$ cat src/rtl/hbb_pkg.sv
// ----------------------------------------------------------------------------
// hbb_pkg
// shared types, constants and codes of the homography bounding box block
// ----------------------------------------------------------------------------
`default_nettype none

package hbb_pkg;

   // fixed field widths
   localparam int PIXEL_W      = 12;
   localparam int FIELD_W      = 16;
   localparam int CSR_W        = 32;
   localparam int CSR_INDEX_W  = 3;
   localparam int COEF_COUNT   = 8;

   // fixed point layout
   localparam int FRAC_SHIFT    = 14;  // Q.16 numerator over Q.30 denominator
   localparam int DEN_ONE_SHIFT = 30;  // h33 = 1.0 in Q2.30

   // parameter defaults
   localparam int COORD_BITS_DEFAULT = 12;
   localparam int OUT_BITS_DEFAULT   = 16;

   // register map
   typedef enum logic [CSR_INDEX_W-1:0] {
      COEF_XX = 3'd0,
      COEF_XY = 3'd1,
      COEF_XT = 3'd2,
      COEF_YX = 3'd3,
      COEF_YY = 3'd4,
      COEF_YT = 3'd5,
      PERSP_X = 3'd6,
      PERSP_Y = 3'd7
   } hbb_coef_index_type;

   localparam logic signed [CSR_W-1:0] COEF_RESET [COEF_COUNT] = '{
      32'sd65536, 32'sd0, 32'sd0,
      32'sd0, 32'sd65536, 32'sd0,
      32'sd0, 32'sd0
   };

   // controller states
   typedef enum logic [2:0] {
      ST_IDLE,
      ST_MAC_COL,
      ST_MAC_ROW,
      ST_PREP,
      ST_LOAD,
      ST_DIVIDE,
      ST_ROUND,
      ST_UPDATE
   } hbb_state_type;

   // controller to datapath
   typedef struct packed {
      logic capture;
      logic mac_col;
      logic mac_row;
      logic prep;
      logic div_load;
      logic div_step;
      logic round;
      logic update;
   } hbb_cmd_type;

   // datapath to controller
   typedef struct packed {
      logic den_nonpos;
   } hbb_status_type;

endpackage

`default_nettype wire

$ cat src/rtl/hbb_ctrl.sv
// ----------------------------------------------------------------------------
// hbb_ctrl
// sequencer for one transaction: sums, division steps, rounding, response
// ----------------------------------------------------------------------------
`default_nettype none

module hbb_ctrl
   import hbb_pkg::*;
#(
   parameter int OUT_BITS = OUT_BITS_DEFAULT
) (
   input  wire logic           clock,
   input  wire logic           reset,
   input  wire logic           req_valid,
   output logic                req_ready,
   output logic                rsp_valid,
   input  wire logic           rsp_ready,
   output hbb_cmd_type         cmd,
   input  wire hbb_status_type status
);

   localparam int STEP_W = $clog2(OUT_BITS + 1);

   hbb_state_type     state_ff, state_in;
   logic [STEP_W-1:0] step_ff, step_in;
   logic              rsp_valid_ff, rsp_valid_in;

   always_ff @(posedge clock) begin
      if (reset) begin
         state_ff     <= ST_IDLE;
         step_ff      <= '0;
         rsp_valid_ff <= 1'b0;
      end else begin
         state_ff     <= state_in;
         step_ff      <= step_in;
         rsp_valid_ff <= rsp_valid_in;
      end
   end

   always_comb begin
      state_in     = state_ff;
      step_in      = step_ff;
      rsp_valid_in = rsp_valid_ff && !rsp_ready;
      cmd          = '0;
      req_ready    = 1'b0;
      unique case (state_ff)
         ST_IDLE: begin
            req_ready   = 1'b1;
            cmd.capture = req_valid;
            if (req_valid) begin
               state_in = ST_MAC_COL;
            end
         end
         ST_MAC_COL: begin
            cmd.mac_col = 1'b1;
            state_in    = ST_MAC_ROW;
         end
         ST_MAC_ROW: begin
            cmd.mac_row = 1'b1;
            state_in    = ST_PREP;
         end
         ST_PREP: begin
            cmd.prep = 1'b1;
            state_in = ST_LOAD;
         end
         ST_LOAD: begin
            cmd.div_load = 1'b1;
            step_in      = '0;
            // nothing to divide when the denominator is not positive
            state_in     = status.den_nonpos ? ST_ROUND : ST_DIVIDE;
         end
         ST_DIVIDE: begin
            cmd.div_step = 1'b1;
            step_in      = step_ff + 1'b1;
            if (step_ff == STEP_W'(OUT_BITS)) begin
               state_in = ST_ROUND;
            end
         end
         ST_ROUND: begin
            cmd.round = 1'b1;
            state_in  = ST_UPDATE;
         end
         ST_UPDATE: begin
            // wait for the response register to free up
            if (!rsp_valid_ff || rsp_ready) begin
               cmd.update   = 1'b1;
               rsp_valid_in = 1'b1;
               state_in     = ST_IDLE;
            end
         end
         default: begin
            state_in = ST_IDLE;
         end
      endcase
   end

   assign rsp_valid = rsp_valid_ff;

endmodule

`default_nettype wire

$ cat config.mk
export PLATFORM = sky130hd
export DESIGN_NAME = hbb_ctrl
export DESIGN_NICKNAME = d
export VERILOG_FILES = /design/src/rtl/hbb_pkg.sv /design/src/rtl/hbb_ctrl.sv
export SDC_FILE = /design/constraint.sdc
export NUM_CORES = 1
export LEC_CHECK = 0
export BUFFER_PORTS_ARGS = -buffer_cell sky130_fd_sc_hd__buf_2
export CAP_MARGIN = 5
export CORE_AREA = 2 2 39 41
export DETAILED_ROUTE_END_ITERATION = 12
export DIE_AREA = 0 0 41 43
export SLEW_MARGIN = 20
export SYNTH_ARGS = -nofsm -noshare
export SYNTH_HDL_FRONTEND = slang
export SYNTH_SLANG_ARGS = --single-unit
export TNS_END_PERCENT = 5
$ cat constraint.sdc
create_clock -name clock -period 2.06 [get_ports clock]
set_input_delay 0.206 -clock clock [delete_from_list [all_inputs] [get_ports clock]]
set_output_delay 0.206 -clock clock [all_outputs]
set_load 0.1 [all_outputs]
==> results of run 1 <==
-- metrics by stage --
step	setup TNS, ps	total power [W]
6_report	0	0.0005907
5_1_grt	0	0.0006126
4_1_cts	0	0.0005947
3_5_place_dp	0	0.0004560
3_3_place_gp	0	0.0004549
2_1_floorplan	-2606	0.0004283
-- registers in the layout, summed over array words and instances (netlist names) --
register   flops
step_ff        5
state_ff       3
rsp_valid      1
-- cell usage in the layout (no fill, tap or decap), types with 2 or more instances in the layout --
cell type and n:
buf_2 14, dfxtp_1 9, a21oi_1 8, nand2_1 6, inv_1 5, nor3_1 3, clkbuf_4 3, and3b_1 2
nor2_1 2, nand2b_1 2, nor2b_1 2, o221a_1 2, ha_1 2
-- worst max path at each step --
stage	start	to	slack, ps	cells past startpoint
after global routing	state_ff[0]	cmd[6]	40	3
final	state_ff[0]	cmd[6]	190	3
after floorplan	state_ff[0]	cmd[6]	-820	3
after detailed placement	state_ff[0]	cmd[6]	490	3
after global placement	state_ff[0]	cmd[0]	470	3
after CTS	state_ff[0]	cmd[6]	170	3
-- routing by layer --
metal  track usage, %  routed length, µm  vias up
met2            17.50                448        8
li1                 -                  -      251
met1            20.79                534      215
met3            4.712                 31        2
met4            6.000                 19        0
met5                0                  0        -
-- worst min-delay path, cell delays in order --
cell and delay (ps):
buf_2 100, inv_1 50, a221oi_2 50
-- layout make-up --
cell class / count / share of cell area [%]
multi-input cells: 44 / 49.19
flip-flops and latches: 9 / 29.03
repair buffers: 14 / 11.29
clock buffers: 4 / 4.234
well taps: 16 / 3.226
inverters: 5 / 3.024
-- power by group through the flow --
| stage | logic, W | registers [W] | clock network [W] |
|---|---|---|---|
| after floorplan | 0.000232 | 0.000196 | 0 |
| after global placement | 0.000237 | 0.000218 | 0 |
| after detailed placement | 0.000237 | 0.000219 | 0 |
| after CTS | 0.000237 | 0.000215 | 0.000142 |
| after global routing | 0.000247 | 0.000219 | 0.000147 |
| final | 0.000237 | 0.000215 | 0.000139 |
-- cells by family (layout without fill, tap and decap cells) --
kind of cell	count (synthesis)	count (layout)	share of synthesized area (%)
AO/OA/AOI/OAI	15	15	19.95
AND/OR/NAND/NOR	27	27	32.93
flip-flops	9	9	34.61
adder cells (fa/ha/maj)	2	2	4.807
buffers and inverters	9	23	7.693
==> run_results.csv, run 1 <==
group,metric,value,unit
yosys,yosysMostFrequentCell,"dfxtp_1",
global_route,antenna_found_initial,0,
cts,cts_tree,"done",
finish,fin_nets,84,
worst_setup_path,start_kind,"register",
yosys,synth_edf_count,0,
placed_design,dpl_cell_area,594.3,µm²
sta,clock_skew,4.776,ps
floorplan,design.core.area,1384,µm²
min_path,min_to,"state_ff[0]",
power,p_sw_share,48.53,%
yosys,ys_async_sr_fraction,0,%
power,p_leak,0.2825,nW
global_route,overflow,0,
yosys,seq_area_frac_synth,34.62,%
floorplan,die_h,43,µm
drt,routed-via-count,476,
worst_setup_path,r2r_start,"state_ff[0]",
floorplan,rows,14,
power,p_int,0.0003041,W
floorplan,dieArea,1763,µm²
global_route,grt_pass1_vias,378,
global_route,grt_max_degree,15,
global_route,grt_pass1_wl,1642,µm
yosys,synth.largest_area_cell,"dfxtp_1",
worst_setup_path,cp.arrival,1660,ps
finish,multi_input_area,305.3,µm²
global_route,groute.usage.overall,13.87,%
min_path,min_path_cells,3,
yosys,synth_seq_cells,9,
finish,register_area,180.2,µm²
worst_setup_path,worst_setup_path_end_kind,"output pin",
drt,routed_wl,1032,µm
drt,postRouteAntennaNets,0,
power,power.switching,0.0002867,W
drt,avgRoutedWirePerCell,11.22,µm
yosys,synth_area_leaders,"dfxtp_1, a21oi_1, ha_1",
finish,fill_cells,152,
placed_design,place.gp.congestion,0.7609,
sta,tightest_slew,488.2,ps
outcome,status,"complete, no violations",
cts,post_cts_buffers,0,
sta,setup_viol,0,
finish,n_antenna_cell,0,
power,ir_worst_vdd,0.5679,mV
worst_setup_path,rrSetupSlack,650,ps
sta,fin_crit_sh,90.67,%
yosys,synthFlopType,"dfxtp_1",
worst_setup_path,worst-r2r-cell-count,3,
min_path,holdCritPathClass,"in2reg",
cts,postCtsHoldBufs,0,
finish,layout-drive-gt1-share,27.63,%
placed_design,placedCellCount,88,
sta,final_max_slew_viol_count,0,
placed_design,dp_worst_setup_slack,485.6,ps
yosys,synth_top_area_share,34.62,%
sta,timing.hold.ws,192.4,ps
worst_setup_path,cp_slowest_cell,"dfxtp_1",
cts,cts_buffers,3,
cts,cts_resized,0,
sta,max_freq,0.5354,GHz
worst_setup_path,path_buf_inv,2,
drt,vias_per_cell,5.174,
sta,finalCriticalPeriod,1868,ps
placed_design,io_buffers,14,
sta,rsz0062_at_grt,"false",
worst_setup_path,worstPathMaxFanout,14,
finish,utilization,44.85,%
finish,layout.cells.non_filler,92,
power,clkPwrFrac,23.5,%
yosys,netlist_top_cells_count,"dfxtp_1, a21oi_1, nand2_1",
cts,cts-htree-levels,1,
flow_run,drv_cap,0,
yosys,syn_avg_cell_area,8.395,µm²
cts,cts.sinks,9,
drt,drt-initial-drc-count,8,
min_path,hp-start,"req_valid",
power,p_per_area,951.9,nW/µm²
yosys,yosysWarnings,0,
power,p_comb_share,40.0,%
worst_setup_path,cp.required,1850,ps
finish,fin_area,620.6,µm²
worst_setup_path,crit_chain,"inv_1 -> nor3_1 -> buf_2",
drt,drc_errors,0,
power,power_frac_seq,36.5,%
cts,clkLatencyLatePin,260,ps
cts,path_clk_slew,60,ps
sta,hold_violations,0,
yosys,synth_nets,69,
floorplan,num_io_pins,15,
yosys,synth.distinct_cells,29,
drt,drt-pass1-iter-count,4,
worst_setup_path,r2r-end,"step_ff[3]",
sta,setup_slack,192.1,ps
worst_setup_path,timing_worst_setup_path_type,"reg2out",
cts,root_buffer,"clkbuf_4",
yosys,synthCells,62,
placed_design,dp_hpwl,764.6,µm
floorplan,start_util,37.61,%
worst_setup_path,crit_family,"flip-flops",
sta,slew_headroom,67.41,%
finish,synthToLayoutAreaGrowth,19.23,%
worst_setup_path,slowest_delay,620,ps
cts,cts_buffer_depth,2,
floorplan,die_w,41,µm
yosys,mappedNetlistArea,520.5,µm²
(Power assumes the default switching activity.)
==> run 2, diff against run 1 <==
ABC_AREA = 1   (was unset)
PLACE_DENSITY = 0.69   (was unset)
==> run 2 against run 1 <==
Wire length down 2.9%. Combinational power down 16%. Flip-flop and latch count unchanged. Clock skew down 2.2 ps. Area after synthesis up 15%. Critical path depth up 2. Setup slack worse by 0.70 ps. Die area unchanged. Register-to-register slack better by 150 ps. Critical path type unchanged. Largest cell class unchanged. Highest routed layer unchanged.
==> run_results.csv, run 2 <==
group,metric,value,unit
yosys,synth.largest_area_cell,"dfxtp_1",
worst_setup_path,worstPathMaxFanout,9,
cts,clkLatencyLatePin,250,ps
yosys,synthAdderAreaFrac,4.184,%
min_path,holdCritPathClass,"in2reg",
placed_design,dp_hpwl,849.5,µm
power,ir_worst_vdd,0.3783,mV
drt,avgRoutedWirePerCell,8.492,µm
cts,root_buffer,"clkbuf_4",
sta,fin_crit_sh,90.71,%
drt,routed_wl,1002,µm
power,power.switching,0.0002370,W
cts,cts_tree,"done",
finish,layout-drive-gt1-share,31.37,%
sta,fin_setup_tns,0,ps
worst_setup_path,slowest_delay,590,ps
finish,largest_register_ffs,5,
sta,slew_headroom,68.01,%
floorplan,start_util,43.22,%
power,p_comb_share,37.8,%
worst_setup_path,timing_worst_setup_path_type,"reg2out",
yosys,yosys.area_share.simple,42.68,%
yosys,synth_edf_count,0,
yosys,synthCells,85,
placed_design,io_buffers,14,
drt,drc_errors,0,
power,clkPwrFrac,25.5,%
worst_setup_path,rrSetupSlack,800,ps
yosys,synthMuxAreaShare,0,%
worst_setup_path,cp_slowest_cell,"dfxtp_1",
worst_setup_path,worst-r2r-cell-count,7,
yosys,synth_area_leaders,"dfxtp_1, nand2_1, nor2_1",
yosys,yosysMostFrequentCell,"nand2_1",
global_route,antenna_found_initial,0,
drt,drt-initial-drc-count,9,
drt,vias_per_cell,4.686,
placed_design,dp_worst_setup_slack,460.2,ps
yosys,synth-compound-area-share,10.25,%
yosys,synth_top_area_share,30.13,%
worst_setup_path,crit_path_end,"cmd[0]",
cts,cts-htree-levels,1,
finish,n_antenna_cell,0,
global_route,overflow,0,
yosys,synth_nets,92,
yosys,syn_avg_cell_area,7.036,µm²
floorplan,dieArea,1763,µm²
power,p_per_area,746.7,nW/µm²
cts,cts_buffer_depth,2,
sta,setup_slack,191.4,ps
worst_setup_path,cp.required,1850,ps
worst_setup_path,crit_start,"state_ff[2]",
floorplan,num_io_pins,15,
finish,fin_nets,110,
sta,tightest_slew,483.2,ps
floorplan,die_w,41,µm
sta,rsz0062_at_grt,"false",
yosys,synth.distinct_cells,23,
cts,cts_resized,0,
drt,postRouteAntennaNets,0,
finish,final_cell_mix,"nand2_1, buf_2, nor2_1",
yosys,synth_top_family_by_area,"simple AND/OR/NAND/NOR gates",
sta,hold_violations,0,
yosys,netlist_top_cells_count,"nand2_1, nor2_1, inv_1",
finish,largest-register,"step_ff",
placed_design,place.gp.congestion,0.8080,
outcome,status,"complete, no violations",
power,p_int,0.0002899,W
drt,drt-pass1-iter-count,4,
drt,routed-via-count,553,
flow_run,drv_cap,0,
worst_setup_path,r2r_start,"state_ff[2]",
finish,layout_commonest_cell,"nand2_1",
yosys,mappedNetlistArea,598.1,µm²
global_route,grt_max_degree,10,
sta,finalCriticalPeriod,1869,ps
cts,postCtsHoldBufs,0,
finish,synthToLayoutAreaGrowth,17.99,%
floorplan,die_h,43,µm
power,p_sw_share,44.98,%
worst_setup_path,worst_setup_path_end_kind,"output pin",
yosys,ys_async_sr_fraction,0,%
cts,post_cts_buffers,0,
sta,setup_viol,0,
yosys,seq_area_frac_synth,30.13,%
global_route,groute.usage.overall,15.24,%
yosys,yosysWarnings,0,
sta,max_freq,0.5352,GHz
yosys,synth_xor_area_share,0,%
global_route,grt_pass1_vias,447,
worst_setup_path,r2r-end,"state_ff[1]",
floorplan,rows,14,
power,p_leak,0.3534,nW
sta,clock_skew,2.611,ps
global_route,grt_pass1_wl,1835,µm
worst_setup_path,start_kind,"register",
worst_setup_path,crit_chain,"clkinv_8 -> nor2_4 -> inv_1 -> nor2_2 -> buf_2",
cts,cts.sinks,9,
cts,cts_buffers,3,
worst_setup_path,cp.arrival,1660,ps
yosys,synthFlopType,"dfxtp_1",
yosys,synth_seq_cells,9,
sta,final_max_slew_viol_count,0,
floorplan,design.core.area,1384,µm²
cts,path_clk_slew,60,ps
power,power_frac_seq,36.7,%
-- run 2: cell count changes after synthesis, moves of 2 or more --
| cell | change |
|---|---|
| nand2_2 | +5 |
| nand2_1 | +12 |
| nor2b_1 | -2 |
| nor2_4 | +2 |
| inv_1 | +6 |
| nand2b_1 | -2 |
| nor2_1 | +12 |
| and3b_1 | -2 |
| nand3_1 | +2 |
| nor3_1 | -3 |
| a21oi_1 | -2 |
| buf_2 | -2 |
| o221a_1 | -2 |
-- run 2: through the flow --
stage / cells / area (µm²) / total power, W / hold slack [ps] / utilization, %
final: 118 / 705.7 / 0.0005269 / 152.6 / 50.99
after global routing: 118 / 705.7 / 0.0005603 / 149.3 / 50.99
after CTS: 118 / 705.7 / 0.0005344 / 148.3 / 50.99
after detailed placement: 114 / 679.4 / 0.0003978 / 419.9 / 49.10
after global placement: 114 / 679.4 / 0.0003972 / 414.0 / 49.10
after floorplan: 85 / 600.6 / 0.0003698 / 275.1 / -
-- run 2: how the worst min path moves through the flow --
| stage | startpoint | end | slack [ps] | depth (start not counted) |
|---|---|---|---|---|
| after floorplan | reset | step_ff[1] | 280 | 1 |
| after global placement | reset | step_ff[1] | 410 | 2 |
| after detailed placement | reset | step_ff[1] | 420 | 2 |
| after CTS | reset | step_ff[1] | 150 | 2 |
| after global routing | reset | step_ff[1] | 150 | 2 |
| final | reset | step_ff[1] | 150 | 2 |
-- run 2: area by class of cell --
cell class	instances	area, µm²
flip-flops and latches	9	180.2
well taps	16	20.02
repair buffers	14	70.07
clock buffers	4	26.28
multi-input cells	61	344.1
inverters	14	65.06
fillers	146	678.2
-- run 2: power by group through the flow --
| stage | Sequential, W | Clock (W) | Combinational, W |
|---|---|---|---|
| 2_1_floorplan | 0.000193 | 0 | 0.000177 |
| 3_3_place_gp | 0.000197 | 0 | 0.000201 |
| 3_5_place_dp | 0.000197 | 0 | 0.000200 |
| 4_1_cts | 0.000193 | 0.000140 | 0.000201 |
| 5_1_grt | 0.000195 | 0.000152 | 0.000213 |
| 6_report | 0.000193 | 0.000134 | 0.000199 |
-- run 2: kinds of logic after synthesis --
kind of cell | after synthesis
compound gates | 11
fa+ha+maj | 2
buf+inv | 15
flops | 9
simple gates | 48
-- run 2: critical path, delay by kind of cell, from the launching register on --
| kind | cells | cell delay [ps] |
|---|---|---|
| simple gates | 2 | 200 |
| flops | 1 | 590 |
| buf+inv | 3 | 600 |
-- run 2: per-layer routing --
layer	wire [µm]	vias to the layer above	part of all wire [%]	track usage [%]
met5	0	-	0	0
met3	35	4	3.5	3.141
li1	-	299	-	-
met1	476	241	48	21.24
met2	464	9	46	21.25
met4	25	0	2.5	8.000
==> run 3, diff against run 2 <==
CORE_AREA = unset   (was 2 2 39 41)
CORE_MARGIN = 2   (was unset)
CORE_UTILIZATION = 30   (was unset)
DIE_AREA = unset   (was 0 0 41 43)
GPL_TIMING_DRIVEN = 0   (was unset)
PLACE_DENSITY = unset   (was 0.69)
==> run 3 against run 2 <==
Sequential power about the same. Power rose by 2.0%. Design area rose by 3.5%. First-iteration DRC count shrank 56%. Utilization decreased by 13 points. Global-route usage down 3.7 points. Non-clock buffer count up 1.
==> run_results.csv, run 3 (synthesized netlist as in run 2, its figures left out) <==
group,metric,value,unit
worst_setup_path,worstPathMaxFanout,6,
cts,path_clk_slew,70,ps
cts,cts_tree,"done",
worst_setup_path,start_kind,"register",
drt,routed-via-count,561,
worst_setup_path,cp.arrival,1500,ps
drt,drc_errors,0,
cts,cts.sinks,9,
sta,fin_crit_sh,82.91,%
sta,tightest_slew,487.4,ps
worst_setup_path,timing_worst_setup_path_type,"reg2out",
drt,avgRoutedWirePerCell,8.954,µm
floorplan,die_h,48.65,µm
global_route,grt_pass1_vias,517,
sta,clock_skew,7.633,ps
floorplan,die_w,48.65,µm
finish,final_cell_mix,"nand2_1, buf_2, nor2_1",
finish,layout_commonest_cell,"nand2_1",
sta,slew_headroom,67.73,%
worst_setup_path,cp.required,1850,ps
sta,fin_setup_tns,0,ps
cts,cts-htree-levels,1,
drt,drt-pass1-iter-count,4,
finish,largest-register,"step_ff",
finish,layout-drive-gt1-share,32.04,%
flow_run,drv_cap,0,
sta,max_freq,0.5855,GHz
drt,postRouteAntennaNets,0,
power,ir_worst_vdd,0.2774,mV
finish,largest_register_ffs,5,
outcome,status,"complete, no violations",
cts,postCtsHoldBufs,0,
sta,rsz0062_at_grt,"false",
min_path,holdCritPathClass,"in2reg",
cts,cts_buffers,3,
sta,setup_slack,352.1,ps
global_route,groute.usage.overall,11.57,%
finish,fin_nets,111,
global_route,overflow,0,
drt,drt-initial-drc-count,4,
worst_setup_path,worst_setup_path_end_kind,"output pin",
global_route,antenna_found_initial,0,
drt,vias_per_cell,4.315,
floorplan,rows,16,
floorplan,design.core.area,1922,µm²
sta,setup_viol,0,
placed_design,dp_hpwl,934.2,µm
cts,clkLatencyLatePin,270,ps
sta,hold_violations,0,
finish,synthToLayoutAreaGrowth,22.18,%
sta,finalCriticalPeriod,1708,ps
sta,final_max_slew_viol_count,0,
cts,cts_resized,0,
finish,n_antenna_cell,0,
cts,post_cts_buffers,0,
power,p_per_area,735.3,nW/µm²
global_route,grt_pass1_wl,2125,µm
global_route,grt_max_degree,10,
floorplan,num_io_pins,15,
finish,fill_cells,229,
cts,root_buffer,"clkbuf_4",
cts,cts_buffer_depth,2,
floorplan,dieArea,2367,µm²
placed_design,place.gp.congestion,0.7364,
floorplan,start_util,31.12,%
placed_design,dp_worst_setup_slack,633.8,ps
power,p_leak,0.3595,nW
drt,routed_wl,1164,µm
placed_design,io_buffers,14,
[run 3: cell types whose count changed in the layout (fill, tap and decap cells not counted), sizes merged]
cell  delta
buf      +1
[run 3: per-layer routing]
layer / wire (µm) / GRT usage, % / vias up
li1: - / - / 303
met1: 556 / 13.33 / 238
met2: 503 / 18.04 / 15
met3: 56 / 1.543 / 5
met4: 48 / 11.43 / 0
met5: 0 / 0 / -
[run 3: power breakdown]
part           leakage [nW]  internal [W]  switching [W]
Combinational         0.272     0.0000363       0.000170
Clock                0.0150     0.0000749      0.0000666
Sequential           0.0730      0.000181     0.00000877
[run 3: worst max-delay path, stage by stage (launching register included)]
cell	delay [ps]
dfxtp_1	430
nand2_2	120
nor2_4	120
inv_1	60
nor2_2	70
buf_2	420
[run 3: final cells by class]
type                       instances  area, µm²  area share, %
timing repair buffer              14      70.07          9.589
clock buffer                       4      26.28          3.596
buffer                             1      11.26          1.541
tap                               27      33.78          4.623
multi-input combinational         61      344.1          47.09
sequential                         9      180.2          24.66
inverter                          14      65.06          8.904
[run 3: per-stage QoR]
| stage | total power [W] | cell area, µm² | std cells | hold WS (ps) | util (%) |
|---|---|---|---|---|---|
| finish | 0.0005373 | 730.7 | 130 | 140.0 | 38.02 |
| global route | 0.0005637 | 730.7 | 130 | 153.5 | 38.02 |
| CTS | 0.0005418 | 730.7 | 130 | 135.8 | 38.02 |
| detailed placement | 0.0004009 | 704.4 | 126 | 421.7 | 36.65 |
| global placement | 0.0003991 | 704.4 | 126 | 414.7 | 36.65 |
| floorplan | 0.0003698 | 600.6 | 85 | 275.1 | - |
[run 3: worst paths after layout]
path | from | endpoint | slack (ps) | cells past startpoint
worst max-delay path | state_ff[0] | cmd[0] | 350 | 5
worst min-delay path | reset | step_ff[1] | 140 | 2
worst max register to register | step_ff[0] | state_ff[1] | 880 | 10
worst min register to register | step_ff[1] | step_ff[1] | 520 | 2
